==> src/rsr_pkg.sv <==
// ----------------------------------------------------------------------------
// rsr_pkg
// Shared types and character codes of the raw string escape rewriter.
// ----------------------------------------------------------------------------
package rsr_pkg;

	localparam int CharW = 16;
	localparam int MaxRes = 3;

	localparam logic [CharW-1:0] ChAt = 16'h0040;
	localparam logic [CharW-1:0] ChSq = 16'h0027;
	localparam logic [CharW-1:0] ChDq = 16'h0022;
	localparam logic [CharW-1:0] ChBs = 16'h005C;
	localparam logic [CharW-1:0] ChSl = 16'h002F;
	localparam logic [CharW-1:0] ChSt = 16'h002A;
	localparam logic [CharW-1:0] ChNl = 16'h000A;

	typedef struct packed {
		logic [CharW-1:0] text_char;
		logic             text_end;
	} text_t;

	typedef struct packed {
		logic [CharW-1:0] out_char;
		logic             run_last;
		logic             text_done;
	} res_t;

	// results caused by one input transaction
	typedef struct packed {
		logic [1:0]                   cnt;
		logic [MaxRes-1:0][CharW-1:0] chars;
		logic                         done;
	} grp_t;

endpackage

==> src/raw_string_escape_rewriter.sv <==
// ----------------------------------------------------------------------------
// raw_string_escape_rewriter
// Rewrites script text so that raw strings become ordinary escaped strings.
// ----------------------------------------------------------------------------
// Input channel text (text_valid/text_stall) takes one 16-bit character per
// transaction with text_end on the final character of a text. The block holds
// one character back as lookahead, so the first character of a text, and one
// that follows a raw opener or an escaped quote pair, makes no result unless
// it ends the text; any other makes one to three results on the res channel
// (res_valid/res_stall), which carry run_last on the last result of that input
// and text_done on the final character of the rewritten text.
// Results are registered: they appear in the cycle after the input transaction
// that causes them. One input per cycle while each input makes at most one
// result and res_stall is low; an input that makes two or three results holds
// the result register, and text_stall is raised, until its last result is taken.
// A stalled receiver holds res steady and backs up into text_stall within
// the same cycle. Reset puts the lexer in plain code mode with nothing held and
// empties the result register; each text_end returns the lexer to that state.
module raw_string_escape_rewriter (
	input  logic           clk,
	input  logic           arst_n,
	input  logic           text_valid,
	output logic           text_stall,
	input  rsr_pkg::text_t text,
	output logic           res_valid,
	input  logic           res_stall,
	output rsr_pkg::res_t  res
);
	import rsr_pkg::*;

	grp_t grp;
	logic free;
	logic take;

	assign text_stall = !free;
	assign take       = text_valid && free;

	rsr_lex u_lex (
		.clk    (clk),
		.arst_n (arst_n),
		.take   (take),
		.text   (text),
		.grp    (grp)
	);

	rsr_emit u_emit (
		.clk       (clk),
		.arst_n    (arst_n),
		.load      (take && grp.cnt != 2'd0),
		.grp       (grp),
		.free      (free),
		.res_valid (res_valid),
		.res_stall (res_stall),
		.res       (res)
	);

endmodule

==> src/rsr_lex.sv <==
// ----------------------------------------------------------------------------
// rsr_lex
// Lexer state with one-character lookahead; builds the result group of each
// accepted transaction.
// ----------------------------------------------------------------------------
module rsr_lex (
	input  logic          clk,
	input  logic          arst_n,
	input  logic          take,
	input  rsr_pkg::text_t text,
	output rsr_pkg::grp_t  grp
);
	import rsr_pkg::*;

	typedef enum logic [2:0] {
		M_PLAIN = 3'd0,
		M_SQ    = 3'd1,
		M_DQ    = 3'd2,
		M_RAW   = 3'd3,
		M_LINE  = 3'd4,
		M_BLOCK = 3'd5
	} mode_t;

	mode_t            mode_q;
	logic [CharW-1:0] held_q;
	logic             held_vld_q;

	mode_t            mode_d;
	logic [CharW-1:0] held_d;
	logic             held_vld_d;
	logic             consumed;
	logic [CharW-1:0] h;
	logic [CharW-1:0] a;

	assign h = held_q;
	assign a = text.text_char;

	always_comb begin
		mode_d     = mode_q;
		consumed   = 1'b0;
		grp        = '0;
		grp.done   = text.text_end;
		if (held_vld_q) begin
			case (mode_q)
				M_LINE, M_BLOCK: begin
					if (h == ChNl && mode_q == M_LINE)
						mode_d = M_PLAIN;
					else if (h == ChSt && a == ChSl && mode_q == M_BLOCK)
						mode_d = M_PLAIN;
					grp.chars[0] = h;
					grp.cnt      = 2'd1;
				end
				default: begin
					if (h == ChAt && a == ChSq && mode_q == M_PLAIN) begin
						mode_d       = M_RAW;
						grp.chars[0] = ChSq;
						grp.cnt      = 2'd1;
						consumed     = 1'b1;
					end else if (h == ChBs && mode_q == M_RAW) begin
						grp.chars[0] = ChBs;
						grp.chars[1] = ChBs;
						grp.cnt      = 2'd2;
					end else if (h == ChBs && ((a == ChSq && mode_q == M_SQ) ||
							(a == ChDq && mode_q == M_DQ))) begin
						// escaped quote passes as a pair and does not close
						grp.chars[0] = h;
						grp.chars[1] = a;
						grp.cnt      = 2'd2;
						consumed     = 1'b1;
					end else begin
						if (h == ChSq) begin
							if (mode_q == M_PLAIN)
								mode_d = M_SQ;
							else if (mode_q == M_SQ || mode_q == M_RAW)
								mode_d = M_PLAIN;
						end else if (h == ChDq) begin
							if (mode_q == M_PLAIN)
								mode_d = M_DQ;
							else if (mode_q == M_DQ)
								mode_d = M_PLAIN;
						end else if (h == ChSl && a == ChSl && mode_q == M_PLAIN) begin
							mode_d = M_LINE;
						end else if (h == ChSl && a == ChSt && mode_q == M_PLAIN) begin
							mode_d = M_BLOCK;
						end
						grp.chars[0] = h;
						grp.cnt      = 2'd1;
					end
				end
			endcase
		end

		held_d     = a;
		held_vld_d = 1'b1;
		if (text.text_end) begin
			if (!consumed) begin
				grp.chars[grp.cnt] = a;
				grp.cnt            = grp.cnt + 2'd1;
			end
			mode_d     = M_PLAIN;
			held_d     = '0;
			held_vld_d = 1'b0;
		end else if (consumed) begin
			held_d     = '0;
			held_vld_d = 1'b0;
		end
	end

	always_ff @(posedge clk or negedge arst_n) begin
		if (!arst_n) begin
			mode_q     <= M_PLAIN;
			held_q     <= '0;
			held_vld_q <= 1'b0;
		end else if (take) begin
			mode_q     <= mode_d;
			held_q     <= held_d;
			held_vld_q <= held_vld_d;
		end
	end

endmodule

==> src/rsr_emit.sv <==
// ----------------------------------------------------------------------------
// rsr_emit
// Result register: holds one result group and hands it out one character
// per transaction.
// ----------------------------------------------------------------------------
module rsr_emit (
	input  logic          clk,
	input  logic          arst_n,
	input  logic          load,
	input  rsr_pkg::grp_t  grp,
	output logic          free,
	output logic          res_valid,
	input  logic          res_stall,
	output rsr_pkg::res_t  res
);
	import rsr_pkg::*;

	logic [1:0]                   cnt_q;
	logic [1:0]                   idx_q;
	logic [MaxRes-1:0][CharW-1:0] chars_q;
	logic                         done_q;
	logic                         last;
	logic                         take;

	assign res_valid = (idx_q != cnt_q);
	assign last      = (idx_q == cnt_q - 2'd1);
	assign take      = res_valid && !res_stall;
	// a new group may enter as the last character of the current one leaves
	assign free      = !res_valid || (take && last);

	assign res.out_char  = chars_q[idx_q];
	assign res.run_last  = last;
	assign res.text_done = last && done_q;

	always_ff @(posedge clk or negedge arst_n) begin
		if (!arst_n) begin
			cnt_q <= '0;
			idx_q <= '0;
		end else if (load) begin
			cnt_q <= grp.cnt;
			idx_q <= '0;
		end else if (take) begin
			if (last) begin
				cnt_q <= '0;
				idx_q <= '0;
			end else begin
				idx_q <= idx_q + 2'd1;
			end
		end
	end

	always_ff @(posedge clk) begin
		if (load) begin
			chars_q <= grp.chars;
			done_q  <= grp.done;
		end
	end

endmodule

==> config.mk <==
export PLATFORM = sky130hd
export DESIGN_NAME = raw_string_escape_rewriter
export DESIGN_NICKNAME = d
export VERILOG_FILES = /design/src/rsr_pkg.sv /design/src/raw_string_escape_rewriter.sv /design/src/rsr_lex.sv /design/src/rsr_emit.sv
export SDC_FILE = /design/constraint.sdc
export NUM_CORES = 1
export LEC_CHECK = 0
export ABC_AREA = 1
export BUFFER_PORTS_ARGS = -buffer_cell sky130_fd_sc_hd__buf_2
export CORE_ASPECT_RATIO = 0.6
export CORE_MARGIN = 2
export CORE_UTILIZATION = 50
export CTS_CLUSTER_DIAMETER = 80
export DETAILED_ROUTE_END_ITERATION = 10
export GPL_TIMING_DRIVEN = 1
export PLACE_DENSITY = 0.71
export SKIP_CTS_REPAIR_TIMING = 1
export SLEW_MARGIN = 25
export SYNTH_ARGS = -nofsm -noshare
export SYNTH_HDL_FRONTEND = slang
export SYNTH_SLANG_ARGS = --single-unit
==> constraint.sdc <==
create_clock -name clk -period 3.2 [get_ports clk]
set_input_delay 0.32 -clock clk [delete_from_list [all_inputs] [get_ports clk]]
set_output_delay 0.32 -clock clk [all_outputs]
set_load 0.01 [all_outputs]
* After elaboration in Yosys (flattened, before gate mapping) *
Index checks and enable logic that the tools add are counted.
Widths: inputs -> output; s select.

word-level totals
  flip-flop bits (word level) = 73
  input port bits = 21
  output and inout bits = 20
  logic and storage cells = 124

operators by class
  add/subtract/negate cells = 3
  order comparisons = 3
  eq/ne operators = 23
  muxes and demuxes = 50
  bitwise operators = 1
  reductions and logical operators = 35

operators with widths
  operator             count
  $mux 16              9
  $eq 16x6->1 const B  8
  $mux 50              2
  $mux 32              2
  $bwmux 48            1
  $mux 3               16
  $bmux 16 s2          1
  $demux 16 s2         1
  $eq 16x7->1 const B  2
  $mux 2               11
  $logic_and 1x1->1    19
  $eq 16x4->1 const B  1
  $ne 4x3->1 const B   2
  $reduce_and 8->1     1
  $reduce_bool 2->1    4
  $mux 1               7
  $ne 7x3->1 const B   1
  $reduce_bool 7->1    1
  $eq 3x2->1 const B   2
  $eq 3x3->1 const B   2
  $lt 2x3->1 const B   2
  $ne 6x4->1 const B   1
  $add 2x1->2 const B  2
  $ne 4x2->1 const B   1
  11 further kinds     16

* Logic depth before layout (Yosys ltp) *
  word-level depth = 20
  gate-level depth with buffers = 16
  depth with buffers taken out = 16

* Modules after synthesis *
From an unflattened synthesis, not the netlist that was laid out.

second synthesis, totals
  cell total of the unflattened synthesis = 524
  area, all modules = 4326.6 um2

modules (own cells, without submodules)
  module                      times used  cells an instance  area an instance (um2)  sequential area each (um2)
  rsr_lex                     1           354                2184.6                  500.5
  rsr_emit                    1           165                2123.3                  1571.5
  raw_string_escape_rewriter  1           5                  18.8                    0.0

* Least setup slack after synthesis *
No wires, ideal clock.

  path type = reg-to-reg
  from = register u_lex.held_q[0], in the netlist u_lex.h[0]
  to = register u_emit.chars_q[0] in the netlist's numbering, enable pin
  setup time = 0.408 ns
  arrival = 2.714 ns
  required time = 2.792 ns
  path slack = 0.079 ns
  cell stages (with the launch flop) = 14
  buffers on the path = 0
  clock period less this slack = 3.121 ns
  cells stage by stage = dfrtp_1 > nor2_1 > inv_1 > nor2_1 > nand3_1 > nor2_1 > nand2_1 > nand2_1 > nand2_1 > ha_1 > inv_1 > nand3_1 > nand3_4 > nand2_1

between the ends
  longest elaborated chain between the ends = 12
  elaborated cells on any way between the ends = 21
  those cells by class = 1 x add/sub; 2 x eq/ne; 12 x mux; 6 x reduce/logical

ends and longest elaborated chain
  what                      RTL line                          RTL
  start: declaration        rsr_lex.sv:25                     logic [CharW-1:0] held_q;
  start signal: assignment  rsr_lex.sv:116                    held_q <= held_d;
  $eq 16x7->1               rsr_lex.sv:59, rsr_lex.sv:63
  $logic_and 1x1->1         rsr_lex.sv:63                     end else if (h == ChBs && ((a == ChSq && mode_q == M_SQ) ||
  $mux 2                    rsr_lex.sv:63
  $mux 2                    rsr_lex.sv:59                     end else if (h == ChBs && mode_q == M_RAW) begin
  $mux 2                    rsr_lex.sv:54                     if (h == ChAt && a == ChSq && mode_q == M_PLAIN) begin
  $mux 2                    rsr_lex.sv:44                     case (mode_q)
  $mux 2                    rsr_lex.sv:43                     if (held_vld_q) begin
  $add 2x1->2               rsr_lex.sv:98                     grp.cnt = grp.cnt + 2'd1;
  $mux 50                   rsr_lex.sv:96                     if (!consumed) begin
  $mux 50 *                 rsr_lex.sv:95                     if (text.text_end) begin
  $reduce_bool 2->1 *       raw_string_escape_rewriter.sv:49  .load (take && grp.cnt != 2'd0),
  $logic_and 1x1->1 *       raw_string_escape_rewriter.sv:49
  named net u_emit.load     rsr_emit.sv:9                     input logic load,
  end signal: assignment    rsr_emit.sv:54                    chars_q <= grp.chars;
  end: declaration          rsr_emit.sv:20                    logic [MaxRes-1:0][CharW-1:0] chars_q;

Mark *: on every way through the listed nets, which the timed path passes. The rest lies on a longest branch.
A chain may end at the register's enable or synchronous reset.

* Worst setup path in the final report *
  from = register u_lex.held_q[0], in the netlist u_lex.h[0]
  to = register u_emit.chars_q[6] in the netlist's numbering, enable pin

The elaborated chain is that of the path after synthesis.

==> results.tsv <==
metric	value	unit
run status	complete, but fails checks	
violated checks	hold timing	
buffers plus inverters on the worst setup path	3	
detailed-route DRC error count	0	
worst setup path class	reg2reg	
endpoints failing setup	0	
Warnings, synthesis	0	
leakage power total	2.015	nW
worst path required time	3.21	ns
Vias/cell	5.553	
DR vias	3404	
Port Buffers	40	
width of the chip	122.7	um
hold_ws	-0.003590	ns
depth of the most critical reg-to-reg path	14	
Total Power	4.856	mW
Area growth, synth to finish	13.52	%
maximum VDD drop	0.3765	mV
final weighted congestion of routability-driven global placement	0.9564	
number of enable-type register cells in the synthesized netlist	49	
maximum net fanout on the critical path	48	
clock latency reported for the late side of the worst-skew pair	0.34	ns
post-detailed-route count of antenna-violating nets	0	
final worst-path cycle share	82.74	%
setup slack after layout	0.5524	ns
reg-to-reg slack, setup	0.55	ns
global-route wire length before repair	16.07	mm
largest cells by area after synthesis	edfxtp_1 (35%), dfrtp_1 (14%), nor2_1 (6.4%), nand3_1 (4.9%), nand2_1 (4.2%)	
fraction of registers with async set or reset after synthesis	32.88	%
number of nets produced by synthesis	489	
remaining global-route overflow	0	
RSZ-0062 raised after global routing	no	
CP delay by family, top	simple AND/OR/NAND/NOR gates	
worst slew margin relative to its limit	58.60	%
cell-by-cell listing of the critical path	nor2_1 -> inv_1 -> nor2_1 -> nand3_1 -> nor2_1 -> nand2_1 -> nand2_1 -> nand2_1 -> ha_1 -> inv_1 -> nand3_1 -> nand3_4 -> nand2_2 -> buf_12	
number of cells on the critical path	14	
share of Yosys cell area claimed by the top area cell type	34.78	%
DRT iter0 DRCs	398	
number of core rows	25	
area of the core	8039	um2
number of distinct library cells after synthesis	42	
total iterations of the first detailed-routing run	5	
Max Root-Sink Buffers	2	
highest-count cells in the layout ignoring fill and taps	nor2_1 (72), edfxtp_1 (49), nand2_1 (46), nand3_1 (41), inv_1 (41)	
count of endpoints failing hold in the final timing report	6	
class of the tightest hold or removal check	in2async	
Worst Clk Skew	0.009690	ns
slowest cell on the critical path	dfrtp_1	
dpl cell area	4466	um2
sink count of the clock tree	73	
placement-stage worst setup slack	0.5965	ns
startpoint type of the worst setup path	register	
clock-pin slew reported for the worst setup and hold paths after clock tree synthesis	0.06	ns
Total Neg Setup Slack	0	ns
most frequent standard cell in the layout excluding fill and tap cells	nor2_1	
transition time at the pin with the least slew margin	0.6210	ns
proportion of synthesized chip area in sequential cells	48.98	%
antenna violations before repair	0	
total routing usage reported by global routing	23.91	%
Syn Std Cell Area	4230	um2
end of the worst register-to-register path	u_emit.chars_q[6]	
ant diodes	0	
Total Nets Final	524	
post-placement cell count	597	
post-detailed-routing wire length	10.07	mm
critical path arrival	2.66	ns
clock tree root buffer cell	clkbuf_16	
first element of the critical path	u_lex.h[0]	
Mapped Avg Cell Area	9.097	um2
Achievable Freq	0.3777	GHz
r2r startpoint	u_lex.h[0]	
number of standard cells after synthesis	465	
Max stage delay on crit path	0.40	ns
final standard cell area without fillers	4802	um2
Final Instance Count excl. Fillers	613	
overall die height	75.25	um
Seq cells post-synth	73	
largest area contributor in the synthesized netlist	edfxtp_1	
overall die area	9237	um2
number of buffers added by the clock tree synthesis step	9	
TritonCTS clock tree	done	
max-cap violations	0	
Critical Path End	u_emit.chars_q[6]	
critical path capture point type	register	
post-layout utilization of the core	59.74	%
largest net degree at the start of global routing	49	
number of max-slew violations in the final report	0	
number of global-route vias before repair	2941	
leading register cell type out of synthesis	edfxtp_1	
layout cell share with drive strength beyond 1	24.75	%
Routed WL per cell	16.43	um
post-DP HPWL	7.452	mm
minimum clock period	2.648	ns
boundary pin count	41	
Initial Util	52.62	%
H-Tree Depth	3	
cell area power density	1011	nW/um2
==> synthesized netlist by cell type, types with 8 or more instances <==
library cell and instances:
nor2_1 72, o21ai_1 15, nor3_1 22, nand4_1 14, nor2_2 13, edfxtp_1 49, dfrtp_1 24, o21ai_0 20
inv_1 41, nand2_1 47, inv_2 11, o31ai_1 16, o22ai_2 8, nand3_1 41, clkbuf_1 8, a21oi_1 9
==> metal layers <==
layer	up-vias	track usage (%)	routed length, um
met5	-	0	0
met4	0	6.258	80
met3	7	6.591	980
met2	149	28.79	3748
met1	1586	40.09	5265
li1	1662	-	-
==> cell families after synthesis <==
family          synth area share [%]
compound gates                 11.80
flops                          48.98
fa+ha+maj                     0.8874
buf+inv                        8.696
xor+xnor                      0.8579
simple gates                   28.78
==> final cells by class <==
type / count / area (um2)
repair buffers: 44 / 242.7
fillers: 719 / 3237
clock buffers: 11 / 232.7
inverters: 56 / 222.7
well taps: 108 / 135.1
multi-input cells: 316 / 1793
flip-flops and latches: 73 / 2072
clock inverters: 5 / 103.9
==> state kept, by name, indices dropped and copies added, names as in the netlist <==
name	count
u_emit.chars_q	48
u_lex.h	16
u_lex.mode_q	3
u_emit.cnt_q	2
u_emit.idx_q	2
u_emit.done_q	1
u_lex.held_vld_q	1
==> where the power goes <==
part | total [mW] | internal [mW] | switching, mW
Clock | 1.13 | 0.763 | 0.368
Combinational | 2.03 | 0.689 | 1.34
Sequential | 1.70 | 1.47 | 0.226
==> worst min-delay path by stage <==
| stage | cells after the start | endpoint | slack, ns | start |
|---|---|---|---|---|
| 4_1_cts | 1 | u_lex.mode_q[0] | 0.003 | arst_n |
| 2_1_floorplan | 0 | u_emit.cnt_q[0] | 0.02 | arst_n |
| 6_report | 1 | u_lex.mode_q[0] | -0.004 | arst_n |
| 3_3_place_gp | 1 | u_lex.mode_q[0] | 0.36 | arst_n |
| 3_5_place_dp | 1 | u_lex.mode_q[0] | 0.36 | arst_n |
| 5_1_grt | 1 | u_lex.mode_q[2] | 0.04 | arst_n |
==> worst register-to-register path, cell delays in order (launching register included) <==
cell	delay, ns
dfrtp_1	0.40
nor2_1	0.27
inv_1	0.08
nor2_1	0.09
nand3_1	0.07
nor2_1	0.14
nand2_1	0.09
nand2_1	0.10
nand2_1	0.12
ha_1	0.33
inv_1	0.03
nand3_1	0.11
nand3_4	0.11
nand2_2	0.12
buf_12	0.27
No activity file was read; power rests on OpenSTA's default activity.
